$ cat src/design/tgr_pkg.sv
// ----------------------------------------------------------------------------
// tgr_pkg
// Shared types, codes and the arctangent table of the touch gesture recognizer.
// ----------------------------------------------------------------------------
package tgr_pkg;

	localparam int CFG_IDX_W  = 3;
	localparam int CFG_DATA_W = 16;
	localparam int XY_W       = 12;
	localparam int ANG_W      = 16;
	localparam int MUL_W      = 18;

	// request types
	localparam logic [1:0] REQ_DOWN = 2'd0;
	localparam logic [1:0] REQ_UP   = 2'd1;
	localparam logic [1:0] REQ_MOVE = 2'd2;
	localparam logic [1:0] REQ_TICK = 2'd3;

	// configuration register indexes
	localparam logic [CFG_IDX_W-1:0] CFG_SCREEN_W  = 3'd0;
	localparam logic [CFG_IDX_W-1:0] CFG_SCREEN_H  = 3'd1;
	localparam logic [CFG_IDX_W-1:0] CFG_DRAG_THR  = 3'd2;
	localparam logic [CFG_IDX_W-1:0] CFG_LONG_MS   = 3'd3;
	localparam logic [CFG_IDX_W-1:0] CFG_DTAP_MS   = 3'd4;
	localparam logic [CFG_IDX_W-1:0] CFG_PINCH_THR = 3'd5;
	localparam logic [CFG_IDX_W-1:0] CFG_ROT_THR   = 3'd6;

	// gesture modes
	localparam logic [2:0] M_IDLE  = 3'd0;
	localparam logic [2:0] M_TAP   = 3'd1;
	localparam logic [2:0] M_DRAG  = 3'd2;
	localparam logic [2:0] M_LONG  = 3'd3;
	localparam logic [2:0] M_PINCH = 3'd4;

	// event kinds
	localparam logic [3:0] EV_LPRESS = 4'd0;
	localparam logic [3:0] EV_LREL   = 4'd1;
	localparam logic [3:0] EV_RPRESS = 4'd2;
	localparam logic [3:0] EV_RREL   = 4'd3;
	localparam logic [3:0] EV_MOVE   = 4'd4;
	localparam logic [3:0] EV_ZIN    = 4'd5;
	localparam logic [3:0] EV_ZOUT   = 4'd6;
	localparam logic [3:0] EV_ROTP   = 4'd7;
	localparam logic [3:0] EV_ROTN   = 4'd8;

	localparam logic [ANG_W-1:0] ANG_HALF = 16'd32768;

	typedef struct packed {
		logic [1:0]  req_type;
		logic [15:0] finger_id;
		logic [15:0] x_frac;
		logic [15:0] y_frac;
		logic [31:0] event_time;
		logic        on_widget;
	} req_t;

	typedef struct packed {
		logic [3:0]      event_kind;
		logic [XY_W-1:0] out_x;
		logic [XY_W-1:0] out_y;
		logic            last;
	} evt_t;

	// atan(2^-i) in binary angle units, 65536 per turn
	function automatic logic [ANG_W-1:0] atan_step(input logic [4:0] i);
		logic [ANG_W-1:0] a;
		case (i)
			5'd0: a = 16'd8192;
			5'd1: a = 16'd4836;
			5'd2: a = 16'd2555;
			5'd3: a = 16'd1297;
			5'd4: a = 16'd651;
			5'd5: a = 16'd326;
			5'd6: a = 16'd163;
			5'd7: a = 16'd81;
			5'd8: a = 16'd41;
			5'd9: a = 16'd20;
			5'd10: a = 16'd10;
			5'd11: a = 16'd5;
			5'd12: a = 16'd3;
			5'd13: a = 16'd1;
			5'd14: a = 16'd1;
			default: a = 16'd0;
		endcase
		return a;
	endfunction

	function automatic evt_t mk_evt(input logic [3:0] k, input logic [XY_W-1:0] x,
			input logic [XY_W-1:0] y);
		evt_t e;
		e.event_kind = k;
		e.out_x = x;
		e.out_y = y;
		e.last = 1'b0;
		return e;
	endfunction

endpackage

$ cat src/design/tgr_isqrt.sv
// ----------------------------------------------------------------------------
// tgr_isqrt
// Iterative integer square root, one result bit per cycle.
// ----------------------------------------------------------------------------
module tgr_isqrt
	import tgr_pkg::*;
#(
	parameter int OUT_W = 13,
	parameter int IN_W = 26
) (
	input  logic             clk,
	input  logic             arst_n,
	input  logic             start,
	input  logic [IN_W-1:0]  radicand,
	output logic             busy,
	output logic [OUT_W-1:0] root
);

	localparam int REMW = OUT_W + 4;
	localparam int CW = $clog2(OUT_W);

	logic [IN_W-1:0]  n_q;
	logic [REMW-1:0]  rem_q;
	logic [OUT_W-1:0] root_q;
	logic [CW-1:0]    i_q;
	logic             busy_q;
	logic [REMW-1:0]  rem_sh;
	logic [REMW-1:0]  trial;
	logic             fits;

	assign rem_sh = {rem_q[REMW-3:0], n_q[IN_W-1 -: 2]};
	assign trial  = REMW'({root_q, 2'b01});
	assign fits   = (rem_sh >= trial);

	always_ff @(posedge clk or negedge arst_n) begin
		if (!arst_n) begin
			busy_q <= 1'b0;
			i_q <= '0;
		end else if (start) begin
			busy_q <= 1'b1;
			i_q <= '0;
		end else if (busy_q) begin
			if (i_q == CW'(OUT_W - 1)) begin
				busy_q <= 1'b0;
			end else begin
				i_q <= i_q + 1'b1;
			end
		end
	end

	always_ff @(posedge clk) begin
		if (start) begin
			n_q <= radicand;
			rem_q <= '0;
			root_q <= '0;
		end else if (busy_q) begin
			n_q <= {n_q[IN_W-3:0], 2'b00};
			if (fits) begin
				rem_q <= rem_sh - trial;
				root_q <= {root_q[OUT_W-2:0], 1'b1};
			end else begin
				rem_q <= rem_sh;
				root_q <= {root_q[OUT_W-2:0], 1'b0};
			end
		end
	end

	assign busy = busy_q;
	assign root = root_q;

endmodule

$ cat src/design/tgr_cordic.sv
// ----------------------------------------------------------------------------
// tgr_cordic
// Iterative vectoring CORDIC giving the angle of (dx, dy) in binary units.
// ----------------------------------------------------------------------------
module tgr_cordic
	import tgr_pkg::*;
#(
	parameter int IN_W = 13,
	parameter int STEPS = 16
) (
	input  logic                   clk,
	input  logic                   arst_n,
	input  logic                   start,
	input  logic signed [IN_W-1:0] dx,
	input  logic signed [IN_W-1:0] dy,
	output logic                   busy,
	output logic [ANG_W-1:0]       angle
);

	localparam int XW = IN_W + 11;
	localparam int SW = $clog2(STEPS);

	logic signed [XW-1:0] x_q, y_q, xs, ys, x0, y0;
	logic [ANG_W-1:0]     z_q;
	logic [SW-1:0]        i_q;
	logic                 busy_q;

	// one shared barrel shift per coordinate
	assign xs = x_q >>> i_q;
	assign ys = y_q >>> i_q;
	assign x0 = XW'(dx) <<< 8;
	assign y0 = XW'(dy) <<< 8;

	always_ff @(posedge clk or negedge arst_n) begin
		if (!arst_n) begin
			busy_q <= 1'b0;
			i_q <= '0;
		end else if (start) begin
			busy_q <= 1'b1;
			i_q <= '0;
		end else if (busy_q) begin
			if (i_q == SW'(STEPS - 1)) begin
				busy_q <= 1'b0;
			end else begin
				i_q <= i_q + 1'b1;
			end
		end
	end

	always_ff @(posedge clk) begin
		if (start) begin
			if (x0 < 0) begin
				x_q <= -x0;
				y_q <= -y0;
				z_q <= ANG_HALF;
			end else begin
				x_q <= x0;
				y_q <= y0;
				z_q <= '0;
			end
		end else if (busy_q) begin
			if (y_q > 0) begin
				x_q <= x_q + ys;
				y_q <= y_q - xs;
				z_q <= z_q + atan_step(5'(i_q));
			end else begin
				x_q <= x_q - ys;
				y_q <= y_q + xs;
				z_q <= z_q - atan_step(5'(i_q));
			end
		end
	end

	assign busy = busy_q;
	assign angle = z_q;

endmodule

$ cat src/design/touch_gesture_recognizer_top.sv
// ----------------------------------------------------------------------------
// touch_gesture_recognizer_top
// Two-finger gesture recognizer: tap, drag, long press, pinch and rotate.
// ----------------------------------------------------------------------------
// One request is handled at a time. Down, up, tick and non-pinch motion
// requests pass through the scaling, lookup, squared-distance, threshold,
// execute and load states, which use the shared 18x18 multiplier for scaling
// and squared distances. A pinch start or pinch motion adds the difference,
// squaring, start, wait and finish states, in which the bit-serial square
// root and the CORDIC run side by side. Up to two result events per request
// wait in an output buffer; the next request is taken while they drain.
module touch_gesture_recognizer_top
	import tgr_pkg::*;
#(
	parameter int COORD_BITS = 12,
	parameter int ID_BITS = 16,
	parameter int CORDIC_STEPS = 16
) (
	input  logic                  clk,
	input  logic                  arst_n,
	input  logic                  req_valid,
	output logic                  req_stall,
	input  req_t                  req,
	output logic                  evt_valid,
	input  logic                  evt_stall,
	output evt_t                  evt,
	input  logic                  cfg_valid,
	output logic                  cfg_ready,
	input  logic [CFG_IDX_W-1:0]  cfg_index,
	input  logic [CFG_DATA_W-1:0] cfg_data
);

	localparam int CB = COORD_BITS;
	localparam int DW = CB + 1;
	localparam int RW = CB + 1;
	localparam int AW = 2 * RW;
	localparam logic [31:0] CMAX32 = (32'd1 << CB) - 32'd1;

	typedef enum logic [14:0] {
		S_IDLE  = 15'h0001,
		S_SCX   = 15'h0002,
		S_SCY   = 15'h0004,
		S_LOOK  = 15'h0008,
		S_D2X   = 15'h0010,
		S_D2Y   = 15'h0020,
		S_THR   = 15'h0040,
		S_EXEC  = 15'h0080,
		S_PDIF  = 15'h0100,
		S_PSQX  = 15'h0200,
		S_PSQY  = 15'h0400,
		S_PGO   = 15'h0800,
		S_PWAIT = 15'h1000,
		S_PFIN  = 15'h2000,
		S_LOAD  = 15'h4000
	} state_t;

	state_t state_q;

	// configuration
	logic [12:0] cw_q, ch_q;
	logic [7:0]  drag_q;
	logic [15:0] lp_q, dtap_q;
	logic [11:0] pthr_q;
	logic [14:0] rthr_q;

	// gesture state
	logic [2:0]             mode_q;
	logic [1:0]             count_q;
	logic                   widget_q;
	logic [RW-1:0]          refd_q;
	logic [ANG_W-1:0]       refa_q;
	logic signed [17:0]     rot_q;
	logic [31:0]            ltt_q;
	logic [CB-1:0]          ltx_q, lty_q;
	logic                   pinit_q;
	logic                   idx_q;

	// finger slots
	logic [ID_BITS-1:0] id_q [2];
	logic [CB-1:0]      sx_q [2];
	logic [CB-1:0]      sy_q [2];
	logic [CB-1:0]      cx_q [2];
	logic [CB-1:0]      cy_q [2];
	logic [31:0]        dt_q [2];

	// working registers
	req_t                 req_q;
	logic [CB-1:0]        px_q, py_q;
	logic signed [DW-1:0] dx_q, dy_q;
	logic [AW-1:0]        acc_q;
	logic [15:0]          thr2_q;
	evt_t                 st_q [2];
	logic [1:0]           st_n_q;
	evt_t                 ob_q [2];
	logic [1:0]           ob_cnt_q;
	logic                 ob_rd_q;

	logic req_acc, evt_acc;
	assign req_acc   = req_valid && !req_stall;
	assign evt_acc   = evt_valid && !evt_stall;
	assign req_stall = (state_q != S_IDLE);
	assign cfg_ready = 1'b1;
	assign evt_valid = (ob_cnt_q != 2'd0);
	assign evt       = ob_q[ob_rd_q];

	// shared multiplier
	logic signed [MUL_W-1:0]   mul_a, mul_b;
	logic signed [2*MUL_W-1:0] mul_p;

	always_comb begin
		mul_a = '0;
		mul_b = '0;
		case (state_q)
			S_SCX: begin
				mul_a = MUL_W'({1'b0, req_q.x_frac});
				mul_b = MUL_W'({1'b0, cw_q});
			end
			S_SCY: begin
				mul_a = MUL_W'({1'b0, req_q.y_frac});
				mul_b = MUL_W'({1'b0, ch_q});
			end
			S_D2X, S_PSQX: begin
				mul_a = MUL_W'(dx_q);
				mul_b = MUL_W'(dx_q);
			end
			S_D2Y, S_PSQY: begin
				mul_a = MUL_W'(dy_q);
				mul_b = MUL_W'(dy_q);
			end
			S_THR: begin
				mul_a = MUL_W'({1'b0, drag_q});
				mul_b = MUL_W'({1'b0, drag_q});
			end
			default: begin
				mul_a = '0;
				mul_b = '0;
			end
		endcase
	end

	assign mul_p = mul_a * mul_b;

	logic [31:0]   scl32;
	logic [CB-1:0] scl;
	assign scl32 = 32'(mul_p[28:16]);
	assign scl   = (scl32 > CMAX32) ? CB'(CMAX32) : CB'(scl32);

	// finger lookup
	logic [ID_BITS-1:0] id_in;
	logic               m0, m1, found;
	assign id_in = ID_BITS'(req_q.finger_id);
	assign m0    = (count_q != 2'd0) && (id_q[0] == id_in);
	assign m1    = (count_q == 2'd2) && (id_q[1] == id_in);
	assign found = m0 || m1;

	logic ignore;
	always_comb begin
		case (req_q.req_type)
			REQ_DOWN: ignore = (count_q == 2'd2);
			REQ_UP, REQ_MOVE: ignore = !found;
			default: ignore = 1'b0;
		endcase
	end

	// decisions
	logic [31:0] tap_gap, hold_time;
	logic        dbl_tap, drag_go, lp_go;
	assign tap_gap   = req_q.event_time - ltt_q;
	assign hold_time = req_q.event_time - dt_q[0];
	assign dbl_tap   = (ltt_q != 32'd0) && (tap_gap < {16'd0, dtap_q})
		&& (acc_q < AW'(thr2_q));
	assign drag_go   = (acc_q > AW'(thr2_q));
	assign lp_go     = (mode_q == M_TAP) && !widget_q && (count_q == 2'd1)
		&& (hold_time > {16'd0, lp_q});

	logic [XY_W-1:0] pxo, pyo, c0x, c0y, s0x, s0y;
	assign pxo = XY_W'(px_q);
	assign pyo = XY_W'(py_q);
	assign c0x = XY_W'(cx_q[0]);
	assign c0y = XY_W'(cy_q[0]);
	assign s0x = XY_W'(sx_q[0]);
	assign s0y = XY_W'(sy_q[0]);

	logic [1:0] ex_n;
	evt_t       ex_e [2];

	always_comb begin
		ex_n = 2'd0;
		ex_e[0] = '0;
		ex_e[1] = '0;
		case (req_q.req_type)
			REQ_DOWN: begin
				if (count_q == 2'd0) begin
					ex_n = 2'd1;
					ex_e[0] = mk_evt(req_q.on_widget ? EV_LPRESS : EV_MOVE, pxo, pyo);
				end else if (mode_q == M_DRAG) begin
					ex_n = 2'd1;
					ex_e[0] = mk_evt(widget_q ? EV_LREL : EV_RREL, c0x, c0y);
				end else if (mode_q == M_TAP && widget_q) begin
					ex_n = 2'd1;
					ex_e[0] = mk_evt(EV_LREL, c0x, c0y);
				end
			end
			REQ_UP: begin
				if (mode_q == M_TAP) begin
					if (dbl_tap) begin
						if (widget_q) begin
							ex_n = 2'd2;
							ex_e[0] = mk_evt(EV_LREL, pxo, pyo);
							ex_e[1] = mk_evt(EV_ZIN, pxo, pyo);
						end else begin
							ex_n = 2'd1;
							ex_e[0] = mk_evt(EV_ZIN, pxo, pyo);
						end
					end else if (widget_q) begin
						ex_n = 2'd1;
						ex_e[0] = mk_evt(EV_LREL, pxo, pyo);
					end else begin
						ex_n = 2'd2;
						ex_e[0] = mk_evt(EV_LPRESS, pxo, pyo);
						ex_e[1] = mk_evt(EV_LREL, pxo, pyo);
					end
				end else if (mode_q == M_DRAG) begin
					ex_n = 2'd1;
					ex_e[0] = mk_evt(widget_q ? EV_LREL : EV_RREL, pxo, pyo);
				end
			end
			REQ_MOVE: begin
				if (mode_q == M_TAP) begin
					if (drag_go && !widget_q) begin
						ex_n = 2'd2;
						ex_e[0] = mk_evt(EV_RPRESS, s0x, s0y);
						ex_e[1] = mk_evt(EV_MOVE, pxo, pyo);
					end else begin
						ex_n = 2'd1;
						ex_e[0] = mk_evt(EV_MOVE, pxo, pyo);
					end
				end else if (mode_q == M_DRAG) begin
					ex_n = 2'd1;
					ex_e[0] = mk_evt(EV_MOVE, pxo, pyo);
				end
			end
			REQ_TICK: begin
				if (lp_go) begin
					ex_n = 2'd2;
					ex_e[0] = mk_evt(EV_RPRESS, c0x, c0y);
					ex_e[1] = mk_evt(EV_RREL, c0x, c0y);
				end
			end
			default: begin
				ex_n = 2'd0;
			end
		endcase
	end

	// pinch units
	logic             sq_busy, co_busy, unit_go;
	logic [RW-1:0]    root;
	logic [ANG_W-1:0] ang;
	assign unit_go = (state_q == S_PGO);

	tgr_isqrt #(
		.OUT_W(RW),
		.IN_W(AW)
	) u_isqrt (
		.clk(clk),
		.arst_n(arst_n),
		.start(unit_go),
		.radicand(acc_q),
		.busy(sq_busy),
		.root(root)
	);

	tgr_cordic #(
		.IN_W(DW),
		.STEPS(CORDIC_STEPS)
	) u_cordic (
		.clk(clk),
		.arst_n(arst_n),
		.start(unit_go),
		.dx(dx_q),
		.dy(dy_q),
		.busy(co_busy),
		.angle(ang)
	);

	// pinch decisions
	logic signed [31:0]    zdiff, pthr32;
	logic                  zoom_go, rot_go;
	logic signed [15:0]    dang;
	logic signed [18:0]    sum19;
	logic signed [17:0]    sat;
	logic signed [19:0]    s20, rthr20;
	evt_t                  zoom_e, rot_e;

	assign zdiff   = 32'(root) - 32'(refd_q);
	assign pthr32  = 32'(pthr_q);
	assign zoom_go = (zdiff > pthr32) || (-zdiff > pthr32);
	assign dang    = ang - refa_q;
	assign sum19   = 19'(rot_q) + 19'(dang);
	assign sat     = (sum19 > 19'sd131071) ? 18'sd131071
		: (sum19 < -19'sd131072) ? -18'sd131072 : 18'(sum19);
	assign s20     = 20'(sat);
	assign rthr20  = 20'(rthr_q);
	assign rot_go  = (s20 > rthr20) || (-s20 > rthr20);
	assign zoom_e  = mk_evt((zdiff > 0) ? EV_ZIN : EV_ZOUT, pxo, pyo);
	assign rot_e   = mk_evt((s20 > 0) ? EV_ROTP : EV_ROTN, pxo, pyo);

	// control
	always_ff @(posedge clk or negedge arst_n) begin
		if (!arst_n) begin
			state_q <= S_IDLE;
			cw_q <= 13'd640;
			ch_q <= 13'd480;
			drag_q <= 8'd8;
			lp_q <= 16'd500;
			dtap_q <= 16'd300;
			pthr_q <= 12'd64;
			rthr_q <= 15'd5461;
			mode_q <= M_IDLE;
			count_q <= 2'd0;
			widget_q <= 1'b0;
			refd_q <= '0;
			refa_q <= '0;
			rot_q <= '0;
			ltt_q <= '0;
			ltx_q <= '0;
			lty_q <= '0;
			pinit_q <= 1'b0;
			st_n_q <= 2'd0;
			ob_cnt_q <= 2'd0;
			ob_rd_q <= 1'b0;
		end else begin
			if (cfg_valid && cfg_ready) begin
				case (cfg_index)
					CFG_SCREEN_W: cw_q <= cfg_data[12:0];
					CFG_SCREEN_H: ch_q <= cfg_data[12:0];
					CFG_DRAG_THR: drag_q <= cfg_data[7:0];
					CFG_LONG_MS: lp_q <= cfg_data;
					CFG_DTAP_MS: dtap_q <= cfg_data;
					CFG_PINCH_THR: pthr_q <= cfg_data[11:0];
					CFG_ROT_THR: rthr_q <= cfg_data[14:0];
					default: ;
				endcase
			end

			if (evt_acc) begin
				ob_cnt_q <= ob_cnt_q - 2'd1;
				ob_rd_q <= 1'b1;
			end

			case (state_q)
				S_IDLE: begin
					if (req_acc) begin
						state_q <= S_SCX;
					end
				end
				S_SCX: state_q <= S_SCY;
				S_SCY: state_q <= S_LOOK;
				S_LOOK: state_q <= ignore ? S_IDLE : S_D2X;
				S_D2X: state_q <= S_D2Y;
				S_D2Y: state_q <= S_THR;
				S_THR: state_q <= S_EXEC;
				S_EXEC: begin
					st_n_q <= ex_n;
					state_q <= S_LOAD;
					case (req_q.req_type)
						REQ_DOWN: begin
							count_q <= count_q + 2'd1;
							if (count_q == 2'd0) begin
								mode_q <= M_TAP;
								widget_q <= req_q.on_widget;
							end else begin
								rot_q <= '0;
								mode_q <= M_PINCH;
								pinit_q <= 1'b1;
								state_q <= S_PDIF;
							end
						end
						REQ_UP: begin
							if (mode_q == M_TAP) begin
								if (dbl_tap) begin
									ltt_q <= '0;
								end else begin
									ltt_q <= req_q.event_time;
									ltx_q <= px_q;
									lty_q <= py_q;
								end
							end
							count_q <= count_q - 2'd1;
							if (count_q == 2'd1 || mode_q == M_PINCH) begin
								mode_q <= M_IDLE;
							end
						end
						REQ_MOVE: begin
							if (mode_q == M_TAP && drag_go) begin
								mode_q <= M_DRAG;
							end
							if (mode_q == M_PINCH) begin
								pinit_q <= 1'b0;
								state_q <= S_PDIF;
							end
						end
						REQ_TICK: begin
							if (lp_go) begin
								mode_q <= M_LONG;
							end
						end
						default: ;
					endcase
				end
				S_PDIF: state_q <= S_PSQX;
				S_PSQX: state_q <= S_PSQY;
				S_PSQY: state_q <= S_PGO;
				S_PGO: state_q <= S_PWAIT;
				S_PWAIT: begin
					if (!sq_busy && !co_busy) begin
						state_q <= S_PFIN;
					end
				end
				S_PFIN: begin
					refa_q <= ang;
					state_q <= S_LOAD;
					if (pinit_q) begin
						refd_q <= root;
					end else begin
						if (zoom_go) begin
							refd_q <= root;
						end
						rot_q <= rot_go ? 18'sd0 : sat;
						st_n_q <= 2'({1'b0, zoom_go}) + 2'({1'b0, rot_go});
					end
				end
				S_LOAD: begin
					if (st_n_q == 2'd0) begin
						state_q <= S_IDLE;
					end else if (ob_cnt_q == 2'd0) begin
						ob_cnt_q <= st_n_q;
						ob_rd_q <= 1'b0;
						state_q <= S_IDLE;
					end
				end
				default: state_q <= S_IDLE;
			endcase
		end
	end

	// datapath
	always_ff @(posedge clk) begin
		case (state_q)
			S_IDLE: begin
				if (req_acc) begin
					req_q <= req;
				end
			end
			S_SCX: px_q <= scl;
			S_SCY: py_q <= scl;
			S_LOOK: begin
				idx_q <= !m0;
				if (req_q.req_type == REQ_UP) begin
					dx_q <= $signed({1'b0, px_q}) - $signed({1'b0, ltx_q});
					dy_q <= $signed({1'b0, py_q}) - $signed({1'b0, lty_q});
				end else begin
					dx_q <= $signed({1'b0, px_q}) - $signed({1'b0, sx_q[0]});
					dy_q <= $signed({1'b0, py_q}) - $signed({1'b0, sy_q[0]});
				end
			end
			S_D2X, S_PSQX: acc_q <= AW'(mul_p);
			S_D2Y, S_PSQY: acc_q <= acc_q + AW'(mul_p);
			S_THR: thr2_q <= 16'(mul_p);
			S_EXEC: begin
				st_q[0] <= ex_e[0];
				st_q[1] <= ex_e[1];
				case (req_q.req_type)
					REQ_DOWN: begin
						id_q[count_q[0]] <= id_in;
						sx_q[count_q[0]] <= px_q;
						sy_q[count_q[0]] <= py_q;
						cx_q[count_q[0]] <= px_q;
						cy_q[count_q[0]] <= py_q;
						dt_q[count_q[0]] <= req_q.event_time;
					end
					REQ_UP: begin
						if (!idx_q && count_q == 2'd2) begin
							id_q[0] <= id_q[1];
							sx_q[0] <= sx_q[1];
							sy_q[0] <= sy_q[1];
							cx_q[0] <= cx_q[1];
							cy_q[0] <= cy_q[1];
							dt_q[0] <= dt_q[1];
						end
					end
					REQ_MOVE: begin
						cx_q[idx_q] <= px_q;
						cy_q[idx_q] <= py_q;
					end
					default: ;
				endcase
			end
			S_PDIF: begin
				dx_q <= $signed({1'b0, cx_q[1]}) - $signed({1'b0, cx_q[0]});
				dy_q <= $signed({1'b0, cy_q[1]}) - $signed({1'b0, cy_q[0]});
			end
			S_PFIN: begin
				if (!pinit_q) begin
					if (zoom_go) begin
						st_q[0] <= zoom_e;
						st_q[1] <= rot_e;
					end else begin
						st_q[0] <= rot_e;
					end
				end
			end
			S_LOAD: begin
				if (ob_cnt_q == 2'd0) begin
					ob_q[0] <= {st_q[0][$bits(evt_t)-1:1], (st_n_q == 2'd1)};
					ob_q[1] <= {st_q[1][$bits(evt_t)-1:1], 1'b1};
				end
			end
			default: ;
		endcase
	end

	// checks
	a_ob_cnt: assert property (@(posedge clk) disable iff (!arst_n)
		ob_cnt_q != 2'd3)
		else $error("output buffer count out of range");

	a_count: assert property (@(posedge clk) disable iff (!arst_n)
		count_q != 2'd3)
		else $error("finger count out of range");

	a_start: assert property (@(posedge clk) disable iff (!arst_n)
		req_acc |=> state_q == S_SCX)
		else $error("accepted request not started");

	a_units: assert property (@(posedge clk) disable iff (!arst_n)
		state_q == S_PGO |=> sq_busy && co_busy)
		else $error("pinch units did not start");

	a_pinch_mode: assert property (@(posedge clk) disable iff (!arst_n)
		state_q == S_PFIN |-> mode_q == M_PINCH)
		else $error("pinch finish outside pinch mode");

endmodule
$ cat config.mk
export PLATFORM = sky130hd
export DESIGN_NAME = touch_gesture_recognizer_top
export DESIGN_NICKNAME = d
export VERILOG_FILES = /design/src/design/tgr_pkg.sv /design/src/design/tgr_isqrt.sv /design/src/design/tgr_cordic.sv /design/src/design/touch_gesture_recognizer_top.sv
export SDC_FILE = /design/constraint.sdc
export NUM_CORES = 2
export LEC_CHECK = 0
export ABC_AREA = 1
export BUFFER_PORTS_ARGS = -buffer_cell sky130_fd_sc_hd__buf_2
export CORE_ASPECT_RATIO = 1.75
export CORE_MARGIN = 1
export CORE_UTILIZATION = 31
export CTS_CLUSTER_SIZE = 20
export DETAILED_ROUTE_END_ITERATION = 8
export GPL_TIMING_DRIVEN = 0
export HOLD_SLACK_MARGIN = 0.08
export PLACE_DENSITY = 0.54
export SETUP_SLACK_MARGIN = 0.02
export SYNTH_ARGS = -nofsm -noshare
export SYNTH_HDL_FRONTEND = slang
export SYNTH_SLANG_ARGS = --single-unit
$ cat constraint.sdc
create_clock -name clk -period 10.2 [get_ports clk]
set_input_delay 1.53 -clock clk [delete_from_list [all_inputs] [get_ports clk]]
set_output_delay 1.53 -clock clk [all_outputs]
set_load 0.02 [all_outputs]
==> impl_metrics.ini <==
[setup_path]
cp.required_ns = 10.62
worstPathMaxFanout = 10
crit_type = register to register
max_stage_delay_ns = 0.54
worst-r2r-cell-count = 40
worstSetupStartpointType = register
critPathSlowestCell = fa_1
crit_top_cell = inv_1
worst_ep_arrival_time_ns = 10.18
cp-end-kind = register

[layout]
drive_gt1_share_pct = 6.670
stdcell_count = 11310
fill_cells = 21950
fin_area_um2 = 73130
synthToLayoutAreaGrowth_pct = 11.91
fin_util_pct = 34.96
layout.nets = 9284

[synth]
seq_area_frac_synth_pct = 36.07
syn_area_per_cell_um2 = 7.984
synthXorXnorAreaFrac_pct = 3.295
yosysMostFrequentCell = nand2_1
synthCells = 8185
yosys-mux-area-fraction_pct = 1.461
ys_types = 69
synth_compound_area_share_pct = 11.41
synth-simple-area-share_pct = 21.35
netlist_top_cells_area = edfxtp_1 (26%), nand2_1 (12%), ha_1 (9.1%), fa_1 (8.3%), dfrtp_1 (7.9%)
ys_seq_elements = 832
synth_common_cells = nand2_1 (2,065), inv_1 (1,281), nor2_1 (628), o21ai_0 (614), edfxtp_1 (571)
synth_top_area_share_pct = 26.24
yosys.area.top_type = edfxtp_1
async_flop_share_pct = 28.00
synthAdderAreaFrac_pct = 17.39
synth_enable_flop_cells = 571
synth_top_family_by_area = simple AND/OR/NAND/NOR gates
synth-main-ff-cell = edfxtp_1
synthesis.nets = 9037
synth_warnings = 0
synth_area_um2 = 65350

[clock_network]
htreeDepth = 3
cts_buffers = 82
tritoncts = yes
postCtsHoldBufs = 0
cts.clk_slew.worst_paths_ns = 0.08
clockBufferDepth = 3
cts.sinks = 832
root_buffer = clkbuf_16
worstSkewPairLatency_ns = 0.70

[floorplan]
die_y_um = 609.4
rows = 222
initial_core_util_pct = 31.24
dieArea_um2 = 212700
ios = 139
coreArea_um2 = 209200
die_x_um = 349.1

[detailed_routing]
detail_route.first_pass.iterations = 8
wl_per_cell_um = 21.39
drt-vias-per-instance = 5.036
drc_errors = 0
wl_um = 242000
drt_iter0_markers = 3975
postRouteAntennaNets = 0
route.vias.total = 56980

[timing]
hold_viol = 0
drv_slew = 0
tightest_slew_ns = 1.396
max_freq_mhz = 102.5
fin_worst_skew_ns = 0.04921
relSlewSlack_pct = 6.107
setup_viol = 0
setup_slack_ns = 0.4479
period_share_pct = 95.61
period_needed_ns = 9.752
rsz0062_at_grt = true
finalSetupTns_ns = 0

[status]
outcome = finished, final reports clean

[place]
io_buffers = 137
gp_congestion = 0.9923
postPlaceCellArea_um2 = 69900
numPlacedInstances = 11140
hpwl_um = 198400
dpl_worst_slack_ns = -1.786

[global_route]
antenna_found_initial = 31
grt_max_degree = 109
grt_usage_pct = 22.42
grt_pass1_wl_um = 356000
grt_pass1_vias = 58260
grt.overflow.total = 0

[job]
cap_violations = 0

[power]
p_leak_nw = 33.45
power.density_nw_per_um2 = 134.3
vdd_drop_max_v = 0.0001692

[worst_hold_path]
hold_depth = 0
hold_class = register to register
==> flip-flops by register name (all words and copies together) (netlist names), 18 cells and up <==
register and cells:
acc_q 26, u_isqrt.n_q 26, u_cordic.x_q 24, u_cordic.y_q 24
sy_q 24, id_q 32, cy_q 24, sx_q 24
ob_q 57, cx_q 24, st_q 56, dt_q 64
req_q 67, rot_q 18, ltt_q 32
==> power breakdown <==
part / switching [mW] / leakage, nW / total (mW) / internal (mW)
Combinational: 1.74 / 23.7 / 2.50 / 0.764
Sequential: 0.147 / 8.40 / 4.03 / 3.88
Clock: 1.48 / 1.37 / 3.29 / 1.81
Total: 3.36 / 33.4 / 9.82 / 6.46
==> critical path, delay by kind of cell (launching register included) <==
family / cells / cell delay [ns]
adder cells (fa/ha/maj): 8 / 3.48
AO/OA/AOI/OAI: 9 / 2.12
AND/OR/NAND/NOR: 10 / 1.64
buffers and inverters: 11 / 1.28
XOR/XNOR: 2 / 0.52
flip-flops: 1 / 0.43
==> layout by cell type (no fill, tap or decap), types with 59 or more instances in the layout <==
master	n
a21oi_1	452
buf_2	162
clkbuf_1	176
clkbuf_16	84
dfrtp_1	207
edfxtp_1	571
fa_1	272
ha_1	473
inv_1	1274
mux2_2	59
nand2_1	2065
nand3_1	312
nand4_1	165
nor2_1	614
nor3_1	61
o21ai_0	604
xnor2_1	84
xor2_1	155
==> routing by layer <==
layer / global-route usage [%] / share of wire [%] / wire, um
met5: 0 / 0.019 / 45
met4: 18.93 / 9.7 / 23540
met2: 41.84 / 52 / 126200
met1: 21.97 / 34 / 83160
met3: 2.284 / 3.8 / 9130
==> layout make-up <==
class                   instances  area (um2)  area share [%]
repair buffers                163        1146           1.567
clock buffers                 105        2251           3.078
inverters                    1300        4888           6.685
multi-input cells            5800       36110           49.37
flip-flops and latches        832       23570           32.23
well taps                    2800        3503           4.791
diodes                         13       32.53         0.04448
plain buffers                 253        1070           1.463
clock inverters                48       563.0          0.7699
==> cell families (layout without fill, tap and decap cells) <==
kind of cell / Yosys count / after routing
AOI/OAI and AO/OA: 1353 / 1353
xor gates and xnor gates: 245 / 245
adders and majority gates: 745 / 745
buffers and inverters: 1553 / 1869
DFF: 832 / 832
muxes: 88 / 88
other: 1 / 14
and+or+nand+nor: 3368 / 3368
==> through the flow <==
stage | power (mW) | hold slack [ns]
floorplan | 5.625 | 0.4003
global placement | 6.518 | 0.4008
detailed placement | 6.556 | 0.4045
CTS | 9.879 | 0.4088
global route | 10.27 | 0.4219
finish | 9.824 | 0.4092
==> path summary, 6_finish.rpt <==
check / start / slack [ns] / end
hold / removal: st_q[1][2] / 0.41 / ob_q[1][2]
setup reg to reg: state_q[8] / 0.45 / acc_q[22]
min in group asynchronous: arst_n / 0.75 / ob_cnt_q[1]
hold reg to reg: st_q[1][2] / 0.41 / ob_q[1][2]
setup / recovery: state_q[8] / 0.45 / acc_q[22]
max in group asynchronous: arst_n / 7.99 / ltt_q[0]
==> repair_timing <==
action	in CTS	in global routing
buffers inserted	5	4
endpoints found under the hold margin	0	0
setup endpoints to repair	36	30
resized for setup	53	53
pin swaps	3	2
(Power assumes the default switching activity.)
